**src/hdl/paired_resource_waiter_arbiter_unit_assert.svh**
```systemverilog
// Assertion macros for the paired resource waiter arbiter.
// Included by the top level; depends on a clock named clk and reset rst_n.
`ifndef PAIRED_RESOURCE_WAITER_ARBITER_UNIT_ASSERT_SVH
`define PAIRED_RESOURCE_WAITER_ARBITER_UNIT_ASSERT_SVH

// Same-cycle implication, checked out of reset.
`define PRWA_ASSERT_IMPL(label, ante, cons) \
  label: assert property (@(posedge clk) disable iff (!rst_n) (ante) |-> (cons)) \
    else $error("prwa: same-cycle check failed");

// Next-cycle implication, checked out of reset.
`define PRWA_ASSERT_NEXT(label, ante, cons) \
  label: assert property (@(posedge clk) disable iff (!rst_n) (ante) |=> (cons)) \
    else $error("prwa: next-cycle check failed");

`endif

```
**src/hdl/prwa_pkg.sv**
```systemverilog
// Shared types and constants for the paired resource waiter arbiter.
// No dependencies.
`timescale 1ns / 1ps

package prwa_pkg;

  localparam int unsigned ID_W  = 5;
  localparam int unsigned CNT_W8 = 8;

  localparam logic CMD_REQUEST = 1'b0;
  localparam logic CMD_RELEASE = 1'b1;

  localparam logic REG_USER_COUNT    = 1'b0;
  localparam logic REG_USES_REQUIRED = 1'b1;

  localparam logic [ID_W-1:0]   USER_COUNT_RST    = 5'd16;
  localparam logic [CNT_W8-1:0] USES_REQUIRED_RST = 8'd1;
  localparam logic [CNT_W8-1:0] USE_COUNT_MAX     = 8'hFF;

  typedef enum logic [2:0] {
    ST_IDLE,
    ST_DECODE,
    ST_SCAN,
    ST_EMIT0,
    ST_EMIT1
  } prwa_state_t;

  typedef struct packed {
    logic            granted;
    logic [ID_W-1:0] grantee;
    logic            bad_id;
    logic            all_done;
    logic            last;
  } prwa_res_t;

endpackage

```
**src/hdl/prwa_ram.sv**
```systemverilog
// Generic simple dual-port RAM: one write port, one read port, registered read.
// No dependencies.
`timescale 1ns / 1ps

module prwa_ram #(
  parameter int unsigned WIDTH = 8,
  parameter int unsigned DEPTH = 16
) (
  input  logic                     clk,
  input  logic                     we,
  input  logic [$clog2(DEPTH)-1:0] waddr,
  input  logic [WIDTH-1:0]         wdata,
  input  logic [$clog2(DEPTH)-1:0] raddr,
  output logic [WIDTH-1:0]         rdata
);

  logic [WIDTH-1:0] mem_r [DEPTH];
  logic [WIDTH-1:0] rdata_r;

  always_ff @(posedge clk) begin
    if (we) begin
      mem_r[waddr] <= wdata;
    end
    rdata_r <= mem_r[raddr];
  end

  assign rdata = rdata_r;

endmodule

```
**src/hdl/prwa_out_reg.sv**
```systemverilog
// Result output register: holds one result until the consumer takes it.
// Depends on prwa_pkg.
`timescale 1ns / 1ps

module prwa_out_reg
  import prwa_pkg::*;
(
  input  logic                clk,
  input  logic                rst_n,
  input  logic                load_valid,
  input  prwa_res_t           load_res,
  output logic                load_ready,
  output logic                out_valid,
  input  logic                out_ready,
  output logic                out_granted,
  output logic [ID_W-1:0]     out_grantee,
  output logic                out_bad_id,
  output logic                out_all_done,
  output logic                out_last
);

  logic      valid_r;
  logic      valid_nxt;
  prwa_res_t res_r;

  // Take a new result when empty or when the held one leaves this cycle.
  assign load_ready = !valid_r || out_ready;

  always_comb begin
    valid_nxt = valid_r;
    if (load_valid && load_ready) begin
      valid_nxt = 1'b1;
    end else if (out_ready) begin
      valid_nxt = 1'b0;
    end
  end

  always_ff @(posedge clk) begin
    if (!rst_n) begin
      valid_r <= 1'b0;
    end else begin
      valid_r <= valid_nxt;
    end
  end

  always_ff @(posedge clk) begin
    if (load_valid && load_ready) begin
      res_r <= load_res;
    end
  end

  assign out_valid    = valid_r;
  assign out_granted  = res_r.granted;
  assign out_grantee  = res_r.grantee;
  assign out_bad_id   = res_r.bad_id;
  assign out_all_done = res_r.all_done;
  assign out_last     = res_r.last;

endmodule

```
**src/hdl/paired_resource_waiter_arbiter_unit.sv**
```systemverilog
// Paired resource waiter arbiter (waiter scheme for a ring of users and resources).
// Users 1..n share n resources in a ring; user k needs resource k-1 and resource k mod n.
// A request is granted at once when both are free, otherwise the user joins an ordered
// wait queue (dropped when the queue is full). A release frees both resources, counts
// one completed use, then walks the queue from its head and grants and removes up to
// two waiters whose pairs are free; entries above the current ring size are dropped.
// Each result carries all_done, high once every user has reached uses_required.
// Timing: one item at a time. A request or bad id passes through the DECODE and EMIT0
// states to the output register; a release with waiters also walks the wait queue in the
// SCAN state before EMIT0, one entry per cycle through the queue RAM's single read port.
// A second grant adds the EMIT1 state. The input reopens the cycle after the last result
// is loaded. The output register lets the next item transfer while a result is still
// waiting to be taken. No clearing pass is needed after reset: use counts carry per-entry
// valid bits, and the queue is only read below its fill count.
// Depends on prwa_pkg, prwa_ram, prwa_out_reg and the assert header.
`timescale 1ns / 1ps

module paired_resource_waiter_arbiter_unit
  import prwa_pkg::*;
#(
  parameter int unsigned MAX_USERS = 16
) (
  input  logic            clk,
  input  logic            rst_n,
  // input channel
  input  logic            in_valid,
  output logic            in_ready,
  input  logic            in_cmd,
  input  logic [4:0]      in_user_id,
  // result channel
  output logic            out_valid,
  input  logic            out_ready,
  output logic            out_granted,
  output logic [4:0]      out_grantee,
  output logic            out_bad_id,
  output logic            out_all_done,
  output logic            out_last,
  // configuration port
  input  logic            psel,
  input  logic            penable,
  input  logic            pwrite,
  input  logic [2:0]      paddr,
  input  logic [31:0]     pwdata,
  output logic [31:0]     prdata,
  output logic            pready
);

  localparam int unsigned IDX_W = $clog2(MAX_USERS);
  localparam int unsigned CNT_W = $clog2(MAX_USERS + 1);
  // Width that holds any id and any ring size up to MAX_USERS.
  localparam int unsigned RW    = (IDX_W >= ID_W) ? IDX_W + 1 : ID_W + 1;

  // ---------------------------------------------------------------------------
  // Index helpers
  // ---------------------------------------------------------------------------
  function automatic logic [RW-1:0] widen(input logic [ID_W-1:0] v);
    widen = {{(RW - ID_W){1'b0}}, v};
  endfunction

  // Left resource of a user: id - 1.
  function automatic logic [IDX_W-1:0] lo_idx(input logic [ID_W-1:0] id);
    logic [RW-1:0] t;
    t = widen(id) - RW'(1);
    lo_idx = t[IDX_W-1:0];
  endfunction

  // Right resource of a user: id mod n, with 1 <= id <= n.
  function automatic logic [IDX_W-1:0] hi_idx(input logic [ID_W-1:0] id,
                                               input logic [RW-1:0]   n);
    logic [RW-1:0] t;
    t = (widen(id) == n) ? '0 : widen(id);
    hi_idx = t[IDX_W-1:0];
  endfunction

  function automatic logic id_ok(input logic [ID_W-1:0] id, input logic [RW-1:0] n);
    id_ok = (id != '0) && (widen(id) <= n);
  endfunction

  // ---------------------------------------------------------------------------
  // Configuration registers
  // ---------------------------------------------------------------------------
  logic [ID_W-1:0]   user_count_r;
  logic [CNT_W8-1:0] uses_required_r;
  logic              cfg_wr;

  assign pready = 1'b1;
  assign cfg_wr = psel && penable && pwrite && pready;

  always_ff @(posedge clk) begin
    if (!rst_n) begin
      user_count_r    <= USER_COUNT_RST;
      uses_required_r <= USES_REQUIRED_RST;
    end else if (cfg_wr) begin
      case (paddr[2])
        REG_USER_COUNT:    user_count_r    <= pwdata[ID_W-1:0];
        REG_USES_REQUIRED: uses_required_r <= pwdata[CNT_W8-1:0];
        default:           user_count_r    <= user_count_r;
      endcase
    end
  end

  always_comb begin
    case (paddr[2])
      REG_USER_COUNT:    prdata = {{(32 - ID_W){1'b0}}, user_count_r};
      REG_USES_REQUIRED: prdata = {{(32 - CNT_W8){1'b0}}, uses_required_r};
      default:           prdata = '0;
    endcase
  end

  // Ring size, saturated to 2..MAX_USERS.
  logic [RW-1:0] uc_w;
  logic [RW-1:0] ring_n;

  assign uc_w   = widen(user_count_r);
  assign ring_n = (uc_w < RW'(2))         ? RW'(2) :
                  (uc_w > RW'(MAX_USERS)) ? RW'(MAX_USERS) : uc_w;

  // ---------------------------------------------------------------------------
  // State
  // ---------------------------------------------------------------------------
  prwa_state_t          state_r, state_nxt;
  logic [MAX_USERS-1:0] free_r, free_nxt;         // resource free flags
  logic [MAX_USERS-1:0] fin_r, fin_nxt;           // user finished flags
  logic [MAX_USERS-1:0] cnt_vld_r, cnt_vld_nxt;   // use count entry written
  logic [CNT_W-1:0]     wait_count_r, wait_count_nxt;
  logic [CNT_W-1:0]     proc_r, proc_nxt;         // queue entry under inspection
  logic [CNT_W-1:0]     keep_r, keep_nxt;         // compaction write pointer
  logic [1:0]           grants_r, grants_nxt;
  logic [ID_W-1:0]      who0_r, who0_nxt;
  logic [ID_W-1:0]      who1_r, who1_nxt;
  logic                 cmd_r;
  logic [ID_W-1:0]      id_r;
  prwa_res_t            res0_r, res0_nxt;
  prwa_res_t            res1_r, res1_nxt;

  // ---------------------------------------------------------------------------
  // Memories: wait queue and per-user use counts
  // ---------------------------------------------------------------------------
  logic              q_we;
  logic [IDX_W-1:0]  q_waddr;
  logic [ID_W-1:0]   q_wdata;
  logic [IDX_W-1:0]  q_raddr;
  logic [ID_W-1:0]   q_rdata;

  logic              u_we;
  logic [IDX_W-1:0]  u_waddr;
  logic [CNT_W8-1:0] u_wdata;
  logic [IDX_W-1:0]  u_raddr;
  logic [CNT_W8-1:0] u_rdata;

  prwa_ram #(.WIDTH(ID_W), .DEPTH(MAX_USERS)) u_queue_ram (
    .clk   (clk),
    .we    (q_we),
    .waddr (q_waddr),
    .wdata (q_wdata),
    .raddr (q_raddr),
    .rdata (q_rdata)
  );

  prwa_ram #(.WIDTH(CNT_W8), .DEPTH(MAX_USERS)) u_count_ram (
    .clk   (clk),
    .we    (u_we),
    .waddr (u_waddr),
    .wdata (u_wdata),
    .raddr (u_raddr),
    .rdata (u_rdata)
  );

  // ---------------------------------------------------------------------------
  // Output register
  // ---------------------------------------------------------------------------
  logic      load_valid;
  logic      load_ready;
  prwa_res_t load_res;

  prwa_out_reg u_out_reg (
    .clk          (clk),
    .rst_n        (rst_n),
    .load_valid   (load_valid),
    .load_res     (load_res),
    .load_ready   (load_ready),
    .out_valid    (out_valid),
    .out_ready    (out_ready),
    .out_granted  (out_granted),
    .out_grantee  (out_grantee),
    .out_bad_id   (out_bad_id),
    .out_all_done (out_all_done),
    .out_last     (out_last)
  );

  // ---------------------------------------------------------------------------
  // Combinational views
  // ---------------------------------------------------------------------------
  logic all_fin;

  // Every user below the ring size must be finished.
  always_comb begin
    all_fin = 1'b1;
    for (int i = 0; i < MAX_USERS; i++) begin
      if (RW'(i) < ring_n && !fin_r[i]) begin
        all_fin = 1'b0;
      end
    end
  end

  logic              in_xfer;
  logic [IDX_W-1:0]  id_lo, id_hi;
  logic [IDX_W-1:0]  e_lo, e_hi;
  logic [CNT_W8-1:0] cur_cnt, new_cnt, need_cnt;
  logic [CNT_W-1:0]  proc_inc;
  logic [CNT_W-1:0]  keep_inc;
  logic [CNT_W-1:0]  wait_inc;

  assign in_ready = (state_r == ST_IDLE);
  assign in_xfer  = in_valid && in_ready;

  assign id_lo    = lo_idx(id_r);
  assign id_hi    = hi_idx(id_r, ring_n);
  assign e_lo     = lo_idx(q_rdata);
  assign e_hi     = hi_idx(q_rdata, ring_n);

  assign cur_cnt  = cnt_vld_r[id_lo] ? u_rdata : '0;
  assign new_cnt  = (cur_cnt == USE_COUNT_MAX) ? cur_cnt : cur_cnt + CNT_W8'(1);
  assign need_cnt = (uses_required_r == '0) ? CNT_W8'(1) : uses_required_r;

  assign proc_inc = proc_r + CNT_W'(1);
  assign keep_inc = keep_r + CNT_W'(1);
  assign wait_inc = wait_count_r + CNT_W'(1);

  // ---------------------------------------------------------------------------
  // Sequencer: decode, queue walk, result emission
  // ---------------------------------------------------------------------------
  always_comb begin
    state_nxt      = state_r;
    free_nxt       = free_r;
    fin_nxt        = fin_r;
    cnt_vld_nxt    = cnt_vld_r;
    wait_count_nxt = wait_count_r;
    proc_nxt       = proc_r;
    keep_nxt       = keep_r;
    grants_nxt     = grants_r;
    who0_nxt       = who0_r;
    who1_nxt       = who1_r;
    res0_nxt       = res0_r;
    res1_nxt       = res1_r;

    q_we     = 1'b0;
    q_waddr  = wait_count_r[IDX_W-1:0];
    q_wdata  = id_r;
    q_raddr  = '0;
    u_we     = 1'b0;
    u_waddr  = id_lo;
    u_wdata  = new_cnt;
    u_raddr  = lo_idx(in_user_id);

    load_valid = 1'b0;
    load_res   = res0_r;
    load_res.all_done = all_fin;

    case (state_r)
      ST_IDLE: begin
        // Count RAM read for the arriving user is already addressed.
        if (in_xfer) begin
          state_nxt = ST_DECODE;
        end
      end

      ST_DECODE: begin
        res0_nxt = '{granted: 1'b0, grantee: '0, bad_id: 1'b0, all_done: 1'b0,
                     last: 1'b1};
        state_nxt = ST_EMIT0;
        if (!id_ok(id_r, ring_n)) begin
          res0_nxt.bad_id = 1'b1;
        end else if (cmd_r == CMD_REQUEST) begin
          if (free_r[id_lo] && free_r[id_hi]) begin
            free_nxt[id_lo]  = 1'b0;
            free_nxt[id_hi]  = 1'b0;
            res0_nxt.granted = 1'b1;
            res0_nxt.grantee = id_r;
          end else if (wait_count_r < CNT_W'(MAX_USERS)) begin
            // Append to the tail of the queue.
            q_we           = 1'b1;
            wait_count_nxt = wait_inc;
          end
        end else begin
          // Release: free the pair, count the use, then walk the queue.
          free_nxt[id_lo]    = 1'b1;
          free_nxt[id_hi]    = 1'b1;
          u_we               = 1'b1;
          cnt_vld_nxt[id_lo] = 1'b1;
          if (new_cnt >= need_cnt) begin
            fin_nxt[id_lo] = 1'b1;
          end
          proc_nxt   = '0;
          keep_nxt   = '0;
          grants_nxt = '0;
          q_raddr    = '0;
          if (wait_count_r != '0) begin
            state_nxt = ST_SCAN;
          end
        end
      end

      ST_SCAN: begin
        // q_rdata holds queue entry proc_r; prefetch the next one.
        q_raddr = proc_inc[IDX_W-1:0];
        if (id_ok(q_rdata, ring_n)) begin
          if (grants_r != 2'd2 && free_r[e_lo] && free_r[e_hi]) begin
            free_nxt[e_lo] = 1'b0;
            free_nxt[e_hi] = 1'b0;
            grants_nxt     = grants_r + 2'd1;
            if (grants_r == 2'd0) begin
              who0_nxt = q_rdata;
            end else begin
              who1_nxt = q_rdata;
            end
          end else begin
            // Keep the waiter, compacting toward the head.
            q_we     = 1'b1;
            q_waddr  = keep_r[IDX_W-1:0];
            q_wdata  = q_rdata;
            keep_nxt = keep_inc;
          end
        end
        proc_nxt = proc_inc;
        if (proc_inc == wait_count_r) begin
          wait_count_nxt = keep_nxt;
          state_nxt      = ST_EMIT0;
          res0_nxt = '{granted: 1'b0, grantee: '0, bad_id: 1'b0, all_done: 1'b0,
                       last: 1'b1};
          res1_nxt = '{granted: 1'b1, grantee: who1_nxt, bad_id: 1'b0, all_done: 1'b0,
                       last: 1'b1};
          if (grants_nxt != 2'd0) begin
            res0_nxt.granted = 1'b1;
            res0_nxt.grantee = who0_nxt;
            res0_nxt.last    = (grants_nxt == 2'd1);
          end
        end
      end

      ST_EMIT0: begin
        load_valid = 1'b1;
        if (load_ready) begin
          state_nxt = res0_r.last ? ST_IDLE : ST_EMIT1;
        end
      end

      ST_EMIT1: begin
        load_valid = 1'b1;
        load_res   = res1_r;
        load_res.all_done = all_fin;
        if (load_ready) begin
          state_nxt = ST_IDLE;
        end
      end

      default: begin
        state_nxt = ST_IDLE;
      end
    endcase
  end

  always_ff @(posedge clk) begin
    if (!rst_n) begin
      state_r      <= ST_IDLE;
      free_r       <= '1;
      fin_r        <= '0;
      cnt_vld_r    <= '0;
      wait_count_r <= '0;
      grants_r     <= '0;
    end else begin
      state_r      <= state_nxt;
      free_r       <= free_nxt;
      fin_r        <= fin_nxt;
      cnt_vld_r    <= cnt_vld_nxt;
      wait_count_r <= wait_count_nxt;
      grants_r     <= grants_nxt;
    end
  end

  always_ff @(posedge clk) begin
    if (in_xfer) begin
      cmd_r <= in_cmd;
      id_r  <= in_user_id;
    end
    proc_r <= proc_nxt;
    keep_r <= keep_nxt;
    who0_r <= who0_nxt;
    who1_r <= who1_nxt;
    res0_r <= res0_nxt;
    res1_r <= res1_nxt;
  end

  // ---------------------------------------------------------------------------
  // Assertions
  // ---------------------------------------------------------------------------
`include "paired_resource_waiter_arbiter_unit_assert.svh"

  // Queue fill never exceeds its depth.
  `PRWA_ASSERT_IMPL(a_queue_bound, 1'b1, wait_count_r <= CNT_W'(MAX_USERS))
  // Compaction pointer trails the walk pointer, so no unread entry is overwritten.
  `PRWA_ASSERT_IMPL(a_keep_trails, state_r == ST_SCAN, keep_r <= proc_r)
  // One item at a time: a transfer closes the input until its results are queued.
  `PRWA_ASSERT_NEXT(a_one_item, in_xfer, !in_ready)
  // A walk never grants more than two waiters.
  `PRWA_ASSERT_IMPL(a_grant_limit, state_r == ST_SCAN, grants_r <= 2'd2)

endmodule
```
**config.mk**
```make
export PLATFORM = sky130hd
export DESIGN_NAME = paired_resource_waiter_arbiter_unit
export DESIGN_NICKNAME = d
export VERILOG_FILES = /design/src/hdl/prwa_pkg.sv /design/src/hdl/prwa_ram.sv /design/src/hdl/prwa_out_reg.sv /design/src/hdl/paired_resource_waiter_arbiter_unit.sv
export VERILOG_INCLUDE_DIRS = /design/src /design/src/hdl
export SDC_FILE = /design/constraint.sdc
export NUM_CORES = 1
export LEC_CHECK = 0
export BUFFER_PORTS_ARGS = -buffer_cell sky130_fd_sc_hd__buf_4
export CAP_MARGIN = 25
export CORE_MARGIN = 8
export CORE_UTILIZATION = 55
export DETAILED_ROUTE_END_ITERATION = 7
export PLACE_DENSITY_LB_ADDON = 0.15
export SYNTH_ARGS = -nofsm -noshare
export SYNTH_HDL_FRONTEND = slang
export SYNTH_SLANG_ARGS = --single-unit
```
**constraint.sdc**
```tcl
create_clock -name clk -period 17.3 [get_ports clk]
set_clock_uncertainty 0.05 [all_clocks]
set_input_delay 0.865 -clock clk [delete_from_list [all_inputs] [get_ports clk]]
set_output_delay 0.865 -clock clk [all_outputs]
set_load 0.02 [all_outputs]
```
After elaboration in Yosys (flattened, before gate mapping)
Memories as Yosys holds them, arrays and structs flattened. A register that Yosys moved wholly into a read port is not among the register bits.
Index checks and enable logic that the tools add are counted.
{"block": "word_totals", "input_bits": 48, "mem_bits_rw": 208, "n_memories": 2, "out_inout_bits": 44, "reg_bits": 120}
{"block": "op_classes", "addsub": 8, "mux": 114, "n_reduce_logical": 67, "n_lt_le_gt_ge": 30, "bitwise_logic": 13, "eq_ne": 22}
{"name": "u_count_ram.mem_r", "depth": 16, "width": 8, "read_ports": 1, "rd_clocked_by_memory_dff": 1, "wr": 1, "line_no": "prwa_ram.sv:17", "source": "logic [WIDTH-1:0] mem_r [DEPTH];"}
{"name": "u_queue_ram.mem_r", "depth": 16, "width": 5, "read_ports": 1, "rd_clocked_by_memory_dff": 1, "wr": 1, "line_no": "prwa_ram.sv:17"}
{"operator": "$mux 5", "count": 20}
{"operator": "$mux 16", "count": 5}
{"operator": "$and 16x16->16", "count": 4}
{"operator": "$not 16->16", "count": 4}
{"operator": "$or 16x16->16", "count": 4}
{"operator": "$pmux 32 s2", "count": 1}
{"operator": "$mux 1", "count": 46}
{"operator": "$lt 4x5->1 const A", "count": 8}
{"operator": "$mux 8", "count": 4}
{"operator": "$pmux 16 s2", "count": 1}
{"operator": "$pmux 5 s2", "count": 3}
{"operator": "$logic_and 1x1->1", "count": 29}
{"operator": "$mux 4", "count": 6}
{"operator": "$mux 6", "count": 4}
{"operator": "$bmux 1 s4", "count": 5}
{"operator": "$lt 3x5->1 const A", "count": 4}
{"operator": "$lt 4x5->1 const B", "count": 4}
{"operator": "$ne 2x2->1 const B", "count": 9}
{"operator": "$pmux 9 s2", "count": 1}
{"operator": "$logic_not 1->1", "count": 17}
{"operator": "$demux 1 s4", "count": 4}
{"operator": "$ge 4x1->1 const B", "count": 4}
{"operator": "$add 5x1->5 const B", "count": 3}
{"operator": "$eq 5x5->1", "count": 3}
{"operator": "36 further kinds", "count": 61}

Depth between registers and ports, before layout
Gate-level depths: netlist of the first run.
{"block": "logic_depth", "ltp_word": 22, "depth_mapped": 25}

Hierarchy
A second synthesis of the first run with hierarchy kept.
{"block": "unflattened", "hier_cells": 1275, "area_unflattened_um2": 16339.4}
{"module": "paired_resource_waiter_arbiter_unit", "cells_per_inst": 877, "area_each_um2": 7651.1, "n_inst": 1}
{"module": "prwa_ram (u_count_ram)", "cells_per_inst": 229, "area_each_um2": 5147.4, "n_inst": 1}
{"module": "prwa_ram (u_queue_ram)", "cells_per_inst": 155, "area_each_um2": 3213.1, "n_inst": 1}
{"module": "prwa_out_reg", "cells_per_inst": 14, "area_each_um2": 327.8, "n_inst": 1}

Worst setup path after synthesis of the first run
OpenSTA, ideal clock, no wires.
{"block": "synth_path", "kind": "reg-to-reg", "startpoint": "register id_r[1]", "endpoint": "register fin_r[10]", "required_time_ps": 17125, "arrival_time_ps": 5336, "period_less_slack_ps": 5511, "setup_slack_ps": 11789, "stages_incl_launch_ff": 24, "cell_sequence": "edfxtp_1 -> clkbuf_1 -> inv_1 -> ha_1 -> buf_1 -> mux4_2 -> mux4_2 -> and2_1 -> ha_1 -> and3_1 -> and2_1 -> nand3_1 -> xnor2_1 -> inv_1 -> ha_1 -> nand2b_1 -> a21o_1 -> a21o_1 -> a21o_1 -> a21oi_1 -> o21ai_0 -> nand4_1 -> clkbuf_1 -> o21ai_0"}
{"block": "synth_via", "elab_chain_cells": 8}
{"element": "start, declared", "line_no": "paired_resource_waiter_arbiter_unit.sv:132", "source": "logic [ID_W-1:0] id_r;"}
{"element": "start signal, assigned", "line_no": "paired_resource_waiter_arbiter_unit.sv:384", "source": "id_r <= in_user_id;"}
{"element": "$sub 4x1->4 (*)", "line_no": "paired_resource_waiter_arbiter_unit.sv:63", "source": "t = widen(id) - RW'(1);"}
{"element": "$bmux 1 s4 (*)", "line_no": "paired_resource_waiter_arbiter_unit.sv:222", "source": "assign cur_cnt = cnt_vld_r[id_lo] ? u_rdata : '0;"}
{"element": "$mux 1 (not written as such) (*)", "line_no": "paired_resource_waiter_arbiter_unit.sv:222"}
{"element": "$mux 8 (*)", "line_no": "paired_resource_waiter_arbiter_unit.sv:222"}
{"element": "$add 8x1->8 / $eq 8x8->1 (equally long branches)", "line_no": "paired_resource_waiter_arbiter_unit.sv:223", "source": "assign new_cnt = (cur_cnt == USE_COUNT_MAX) ? cur_cnt : cur_cnt + CNT_W8'(1);"}
{"element": "$mux 8 (*)", "line_no": "paired_resource_waiter_arbiter_unit.sv:223"}
{"element": "net new_cnt[0]", "line_no": "paired_resource_waiter_arbiter_unit.sv:209", "source": "logic [CNT_W8-1:0] cur_cnt, new_cnt, need_cnt;"}
{"element": "$ge 8x8->1 (*)", "line_no": "paired_resource_waiter_arbiter_unit.sv:291", "source": "if (new_cnt >= need_cnt) begin"}
{"element": "$reduce_and 4->1 (no line) (*)"}
{"element": "end signal, assigned", "line_no": "paired_resource_waiter_arbiter_unit.sv:374", "source": "fin_r <= fin_nxt;"}
{"element": "end, declared", "line_no": "paired_resource_waiter_arbiter_unit.sv:123", "source": "logic [MAX_USERS-1:0] fin_r, fin_nxt;"}
Mark *: on every way through the listed nets, which the timed path passes. The rest lies on a longest branch. The select of a mux whose other input is x is not followed.
A chain may end at the register's enable or synchronous reset.

Final worst setup path of the first run
{"block": "layout_path", "startpoint": "register id_r[1]", "endpoint": "register fin_r[3]"}
The elaborated chain is that of the path after synthesis.

==> results of run 1 <==
==> kinds of logic (layout without fill, tap and decap cells) <==
group,Yosys count,after routing,share of synthesized area
AOI/OAI and AO/OA,236,236,0.102
xor gates and xnor gates,24,24,0.0173
adders and majority gates,36,36,0.0277
buffers and inverters,136,176,0.0413
DFF,341,341,0.578
muxes,128,128,0.136
other,2,25,0.000463
and+or+nand+nor,317,317,0.0970
==> worst max-delay path by stage <==
stage / slack (ns) / to / cells after the start / from
6_report: 11.34 / fin_r[3] / 22 / id_r[1]
4_1_cts: 11.34 / fin_r[3] / 22 / id_r[1]
5_1_grt: 10.97 / fin_r[13] / 22 / id_r[1]
2_1_floorplan: 11.79 / fin_r[10] / 23 / id_r[1]
3_5_place_dp: 11.35 / fin_r[3] / 22 / id_r[1]
3_3_place_gp: 11.20 / fin_r[10] / 21 / id_r[1]
==> power by group through the flow <==
stage          sequential [uW]  combinational, uW  clock [uW]
6_report                   949                333         866
5_1_grt                    954                363         911
4_1_cts                    949                329         880
3_5_place_dp               966                327           0
3_3_place_gp               964                323           0
2_1_floorplan              947                269           0
==> state kept, by name (all words and copies together), names as in the netlist, 8 cells and up <==
name	count
fin_r	16
cnt_vld_r	16
free_r	16
u_queue_ram.mem_r	80
u_count_ram.rdata	8
uses_required_r	8
u_count_ram.mem_r	128
res0_r	8
==> worst register-to-register path, stage by stage, from the launching register on <==
cell      delay, ns
edfxtp_1       0.32
buf_4          0.26
inv_1          0.21
ha_1           0.57
mux4_2         0.39
mux4_2         0.61
and2_1         0.23
ha_1           0.20
and3_1         0.19
and2_1         0.21
nand3_1        0.25
xnor2_1        0.20
buf_4          0.24
inv_1          0.10
ha_1           0.26
nand2b_1       0.15
a21o_1         0.17
a21o_1         0.16
a21o_1         0.17
a21oi_1        0.20
o21ai_0        0.10
nand4_1        0.42
o21ai_0        0.16
==> layout make-up <==
class                      count  area, um^2
inverter                      37         139
timing repair buffer          71         553
multi-input combinational    766        6270
sequential                   341        9390
fill                        2288       11100
clock inverter                23         355
clock buffer                  45        1020
tap                          390         488
==> layer usage <==
| layer | vias up | GRT usage | part of all wire |
|---|---|---|---|
| met5 | - | 0 | 0 |
| met3 | 83 | 0.0312 | 0.048 |
| met4 | 0 | 0.0855 | 0.039 |
| li1 | 4703 | - | - |
| met1 | 5017 | 0.259 | 0.41 |
| met2 | 278 | 0.347 | 0.50 |
==> stage by stage <==
stage / std cells / total power (uW) / utilization / area (um^2)
after detailed placement: 1604 / 1290 / 0.573 / 16800
after floorplan: 1243 / 1220 / - / 16300
after global routing: 1673 / 2230 / 0.621 / 18200
after global placement: 1602 / 1290 / 0.573 / 16800
final: 1673 / 2150 / 0.621 / 18200
after CTS: 1672 / 2160 / 0.620 / 18200
==> cells in the mapped netlist (5+ instances only) <==
| master | count |
|---|---|
| a211o_1 | 9 |
| a211oi_1 | 11 |
| a21boi_0 | 7 |
| a21o_1 | 6 |
| a21oi_1 | 35 |
| a22oi_1 | 8 |
| a31oi_1 | 17 |
| a32o_1 | 6 |
| and2_1 | 12 |
| and3_1 | 9 |
| buf_1 | 10 |
| buf_2 | 11 |
| buf_4 | 27 |
| buf_6 | 6 |
| clkbuf_1 | 45 |
| dfxtp_1 | 85 |
| edfxtp_1 | 256 |
| ha_1 | 36 |
| inv_1 | 36 |
| mux2_2 | 23 |
| mux2i_1 | 32 |
| mux4_1 | 5 |
| mux4_2 | 65 |
| nand2_1 | 89 |
| nand2b_1 | 10 |
| nand3_1 | 36 |
| nand4_1 | 10 |
| nor2_1 | 86 |
| nor2b_1 | 13 |
| nor3_1 | 16 |
| o211ai_1 | 9 |
| o21a_1 | 16 |
| o21ai_0 | 53 |
| o21ai_1 | 9 |
| o221ai_1 | 7 |
| o22ai_1 | 5 |
| or2_2 | 5 |
| xnor2_1 | 13 |
| xor2_1 | 5 |
==> layout by cell type, fill, tap and decap left out, drive strengths merged, types with 10 or more instances in the layout <==
cell type	instances
edfxtp	256
nor2	90
nand2	89
dfxtp	85
buf	71
mux4	70
o21ai	62
clkbuf	45
inv	40
nand3	36
ha	36
a21oi	35
mux2i	32
mux2	26
conb	25
nor3	19
a31oi	17
o21a	16
xnor2	14
nor2b	13
and2	12
a211oi	12
clkinv	11
nand2b	10
nand4	10
o211ai	10
==> metrics list, run 1 <==
* Die area: 0.0353 mm^2
* Number of routed nets with antenna violations: 0
* Sum of overflow across all layers after global routing: 0
- Max_slew headroom: 0.285
* Die width: 188 um
- Half-perimeter wire length of the detailed placement result: 24300 um
- The analysis attributes to cell leakage a power of 0.00613 uW.
- Across all register-to-register paths, the minimum setup slack is 11.34 ns.
* Worst voltage drop across the vdd grid: 0.0000986 V
- After synthesis the netlist holds a flip-flop and latch count of 341.
- In the final design database the tool counted 1338 nets.
* Aggregate negative setup slack: 0 ns
* Part of the Yosys area used for sequential elements: 0.578
- Clock share of power: 0.403
* Cell internal power dissipation: 1580 uW
- The number of antenna diodes in the final layout is 0.
- The worst setup path is captured at a flip-flop.
* Register-to-Register Path Depth: 22
* Setup repair bufs after CTS: 0
- Reg-to-reg endpoint: fin_r[3]
- After detailed routing, the average wire length per cell comes to 21.8 um.
* Ratio of cells with drive above 1 in the final layout: 0.199
- Buffer depth of the longest clock path: 3
* Number of buffer cells added on primary ports: 40
- Beginning of the worst hold path: grants_r[0]
* Average cell area after synthesis: 13.3 um^2
- Later-pin clock latency in the skew report: 0.54 ns
- Power spread over the standard cell area amounts to 118 mW/mm^2.
- Root Buffer Master: clkbuf_16
* Count of endpoints failing setup in the final report: 0
- The number of hold violations in the final report was 0.
- Count of TritonRoute iterations in the first routing pass: 5
* Setup slack of the critical path after layout: 11.34 ns
- Traced cell by cell, the critical path runs through buf_4 -> inv_1 -> ha_1 -> mux4_2 -> mux4_2 -> and2_1 -> ha_1 -> and3_1 -> and2_1 -> nand3_1 -> xnor2_1 -> buf_4 -> inv_1 -> ha_1 -> nand2b_1 -> a21o_1 -> a21o_1 -> a21o_1 -> a21oi_1 -> o21ai_0 -> nand4_1 -> o21ai_0.
* Synthesis-to-finish area growth: 12.2%
* Worst hold stages: 1
- In the routed design, unresolved DRC markers number 0.
* Kind of start point of the critical path: flip-flop
- Number of enable flip-flop cells after synthesis: 256
- Switching part of the total power: 0.265
- In this run the core area contains 63 standard-cell rows.
* Setup repair after global routing missed its margin: false
* Worst hold path type: flip-flop to flip-flop
- The via count of the first global-routing pass is 10000.
- During synthesis, Yosys emitted a total of 0 warnings.
- Fraction of registers with async set/reset: 0
* Part of the total power dissipated in sequential elements: 0.442
* Vias after detailed routing: 10100
* Minimum period implied by the final worst setup slack: 5.96 ns
- Largest incremental delay on the critical path: 0.61 ns
- Clk pin slew, worst setup/hold paths: 0.06 ns
* Dominant register cell in the synthesized netlist: edfxtp_1
- Routed wire length: 36500 um
- The worst hold path terminates at grants_r[0].
- Worst setup path class: flip-flop to flip-flop
* Number of slew-limit violations in the final report: 0
- In the post-synthesis netlist, the biggest area contributors are edfxtp_1 (47%), dfxtp_1 (10%), mux4_2 (9.0%).
* Final worst-path cycle share: 0.344
- Achievable clock frequency: 0.168 GHz
- Proportion of netlist area held by the largest area contributor: 0.474
- Initial antenna violation count: 0
- Of the total power, combinational logic draws 0.155.
- Using the TritonRoute via totals, the vias-per-cell ratio works out to 6.03.
- At the worst endpoint, the required time is 17.64 ns.
* Clock H-tree levels: 2
- Distinct cells, synth: 92
* Worst EP arrival: 6.30 ns
- Entering global routing, the biggest net connects 81 pins.
- Tightest Pin Transition: 1.07 ns
- The slowest stage of the critical path belongs to the cell mux4_2.
* Chip height: 188 um
- Critical path buffer and inverter count: 4
- Across every metal layer, demand over resource in global routing totals 0.204.
* Outcome: complete, no violations
- The core region is 0.0293 mm^2.
- Buffers inserted to repair hold after CTS numbered 0.
* Crit Path Max Fanout: 17
- Wire length of the first global-routing pass: 57000 um
- Final Hold Slack: 0.402 ns
- The clock net in this run drives a total of 341 sinks.
- Effective utilization at floorplan: 0.554
- CTS resizes: 0
* Clock tree from TritonCTS: done
* Starting DRT DRC Count: 863
- MaxCap Viol Count: 0
- For this design the total switching power over the nets is 569 uW.
- At the end of routability-driven placement, the weighted congestion stood at 0.881.
* Yosys top cell by area: edfxtp_1
- Prior to clock tree synthesis, the placed netlist has a worst setup slack of 11.35 ns.
- Start of the worst register-to-register path: id_r[1]
- Top cell family by delay on the critical path: simple AND/OR/NAND/NOR gates
- I/O pin cnt: 92
* Cells after synthesis: 1220
- TritonCTS created 37 clock buffers.
- Synthesized cell area: 0.0162 mm^2
No activity file was read; power rests on OpenSTA's default activity.
==> run 2, diff against run 1 <==
==> constraint.sdc (replaced) <==
create_clock -name clk -period 5.9 [get_ports clk]
set_clock_uncertainty 0.05 [all_clocks]
set_input_delay 0.295 -clock clk [delete_from_list [all_inputs] [get_ports clk]]
set_output_delay 0.295 -clock clk [all_outputs]
set_load 0.02 [all_outputs]
==> run 2 against run 1 <==
Design area barely moved. Wire length rose by 3.0%. Clock power rose to 2.6 times the previous value. Worst hold slack got worse by 0.31 ns. Register-to-register slack got worse by 11 ns.
==> metrics list, run 2 (same netlist as run 1, synthesis figures left out) <==
* Outcome: complete, no violations
- In the finished design, the share of the clock period the worst path needs comes to 0.916.
- Clk pin slew, worst setup/hold paths: 0.06 ns
* Initial antenna violation count: 0
* Maximum number of pins on one net before global-route repair: 81
- The floorplan step defined a core boundary enclosing 0.0293 mm^2.
- DRC violations left: 0
- Buffer depth of the longest clock path: 3
- The most numerous cell type found on the critical path is ha_1.
- Commonest non-fill, non-tap cell in the layout: edfxtp_1
- In this run the worst path has a maximum fanout of 17.
- Pin placement for this block handled 92 I/O pins.
- Number of antenna diodes: 0
- Clock H-tree levels: 2
- Regs by FF count: u_count_ram.mem_r: 128 flops, u_queue_ram.mem_r: 80 flops
- The floorplan step set the die width to 188 um.
- Power density over cell area: 330 mW/mm^2
- The initial utilization of the core area, before any placement, comes to 0.554.
- Before CTS, the worst setup slack after placement is 0.190 ns.
* Minimum period implied by the final worst setup slack: 5.40 ns
* Routed wire length: 37600 um
* Number of slew-limit violations in the final report: 0
* Aggregate negative setup slack: 0 ns
- Number of routed nets with antenna violations: 0
* Vias in the first global route: 10300
* Worst voltage drop across the vdd grid: 0.000236 V
* Crit. End Element: flip-flop
- The worst hold path belongs to the class input pin to flip-flop.
* Ratio of cells with drive above 1 in the final layout: 0.191
- P_leak: 0.00612 uW
- Wire length of the first global-routing pass: 58900 um
* Half-perimeter wire length of the detailed placement result: 25100 um
- In this run the clock root is driven by a clkbuf_16.
- Static timing analysis puts the maximum clock frequency at 0.185 GHz.
- For the worst setup path, the data arrival time is 5.76 ns.
- On the critical path, the stage with the largest delay is an instance of mux4_2.
- Die area: 0.0353 mm^2
- After layout, the worst setup slack is 0.496 ns.
- In the final layout, the multi-input gates occupy 0.00627 mm^2.
- Broken down by cell family, the worst path's largest delay share belongs to simple AND/OR/NAND/NOR gates.
- Clock buffers created by TritonCTS: 36
- Vias after detailed routing: 10200
- For this run, the share of the core covered by cells in the final layout is 0.620.
- Number of flip-flops in the largest register: 128
- Register-to-Register Path Depth: 18
* Tightest Pin Transition: 1.00 ns
- MaxCap Viol Count: 0
* Wire per inst: 22.2 um
- Together, buffers and inverters on the worst path number 1.
* Setup repair after global routing missed its margin: false
- Largest incremental delay on the critical path: 0.58 ns
* Clock tree from TritonCTS: done
- The signal on the critical path passes through inv_1 -> ha_1 -> mux4_2 -> mux4_2 -> and2_1 -> ha_1 -> and3_1 -> and2_1 -> nand3_1 -> nand4_1 -> xor2_1 -> nor2_2 -> ha_1 -> a21o_1 -> a21oi_1 -> o21ai_0 -> nand4_1 -> o21ai_0.
- Kind of start point of the critical path: flip-flop
- At the worst endpoint, the required time is 6.25 ns.
* Max_slew headroom: 0.331
- The number of hold violations in the final report is 0.
* Top library cells by usage in the layout, fill and taps aside: edfxtp_1 (256), nand2_1 (89), nor2_1 (85), dfxtp_1 (85), buf_4 (80)
- Count of TritonRoute iterations in the first routing pass: 6
* Sum of overflow across all layers after global routing: 0
- Measured along the y axis, the die boundary spans 188 um.
* Area taken by flip-flops and latches: 0.00939 mm^2
- Number of buffer cells added on primary ports: 40
* Starting DRT DRC Count: 804
- Nets: 1360
* Later-pin clock latency in the skew report: 0.52 ns
- Worst hold stages: 4
- Worst setup path class: flip-flop to flip-flop
* Synthesis-to-finish area growth: 12.1%
- After detailed routing, the number of vias per cell comes to 6.05.
* Final weighted congestion of routability-driven global placement: 0.949
- Register name with the most flops: u_count_ram.mem_r
- Setup violations remaining at the end of the flow were counted as 0.
* Floorplan row count: 63
- Across every metal layer, demand over resource in global routing totals 0.212.
- Fill cell instance count of the final layout: 2339
* Number of cells on the critical path: 18
- Clock tree synthesis found a total of 341 sinks.
## run 2: changes by cell type in the layout (fill, tap and decap cells not counted), sizes merged
cell,delta
buf,+10
bufinv,-4
clkbuf,+10
clkinv,-6
clkinvlp,-2
dlygate4sd3,+13
inv,-2
## run 2: repair_timing
item	4_1_cts	5_1_grt
hold buffers	13	0
hold endpoints to repair	16	0
gates resized for setup	0	1
buffers inserted	0	0
setup endpoints to repair	0	16
## run 2: power by group
| part | internal, uW | total [uW] | switching, uW |
|---|---|---|---|
| registers | 2680 | 2780 | 105 |
| clock network | 1320 | 2210 | 897 |
| logic | 404 | 1000 | 600 |
| total | 4400 | 6000 | 1600 |
## run 2: worst paths after layout
kind	slack [ns]	to	start
max	0.50	fin_r[12]	id_r[1]
min	0.09	state_r[2]	out_ready
max reg2reg	0.50	fin_r[12]	id_r[1]
min reg2reg	0.40	fin_r[10]	fin_r[10]
## run 2: metal layers
| metal | global-route usage | up-vias | wire length, um |
|---|---|---|---|
| met5 | 0 | - | 0 |
| met4 | 0.0855 | 0 | 1390 |
| met3 | 0.0306 | 91 | 1740 |
| met2 | 0.365 | 300 | 19100 |
| met1 | 0.267 | 5106 | 15400 |
| li1 | - | 4746 | - |
## run 2: area by class of cell
cell class,instances,area share
well taps,390,0.0268
flip-flops and latches,341,0.516
repair buffers,94,0.0417
clock buffers,55,0.0556
multi-input cells,766,0.345
clock inverters,9,0.00736
inverters,37,0.00763
## run 2: stage by stage
stage	cells	power, uW	cell area [um^2]	hold slack [ns]
global placement	1612	3790	16900	0.378
floorplan	1243	3570	16300	0.344
global route	1692	6220	18200	0.128
CTS	1690	6020	18200	0.0801
finish	1692	6000	18200	0.0881
detailed placement	1613	3810	16900	0.389
## run 2: worst reg2reg max path: cells and delay by family (launching register included)
family / cells / cell delay (ns)
compound gates: 4 / 0.71
xor+xnor: 1 / 0.17
fa+ha+maj: 3 / 1.01
buf+inv: 1 / 0.12
simple gates: 7 / 1.95
mux: 2 / 0.96
flops: 1 / 0.34
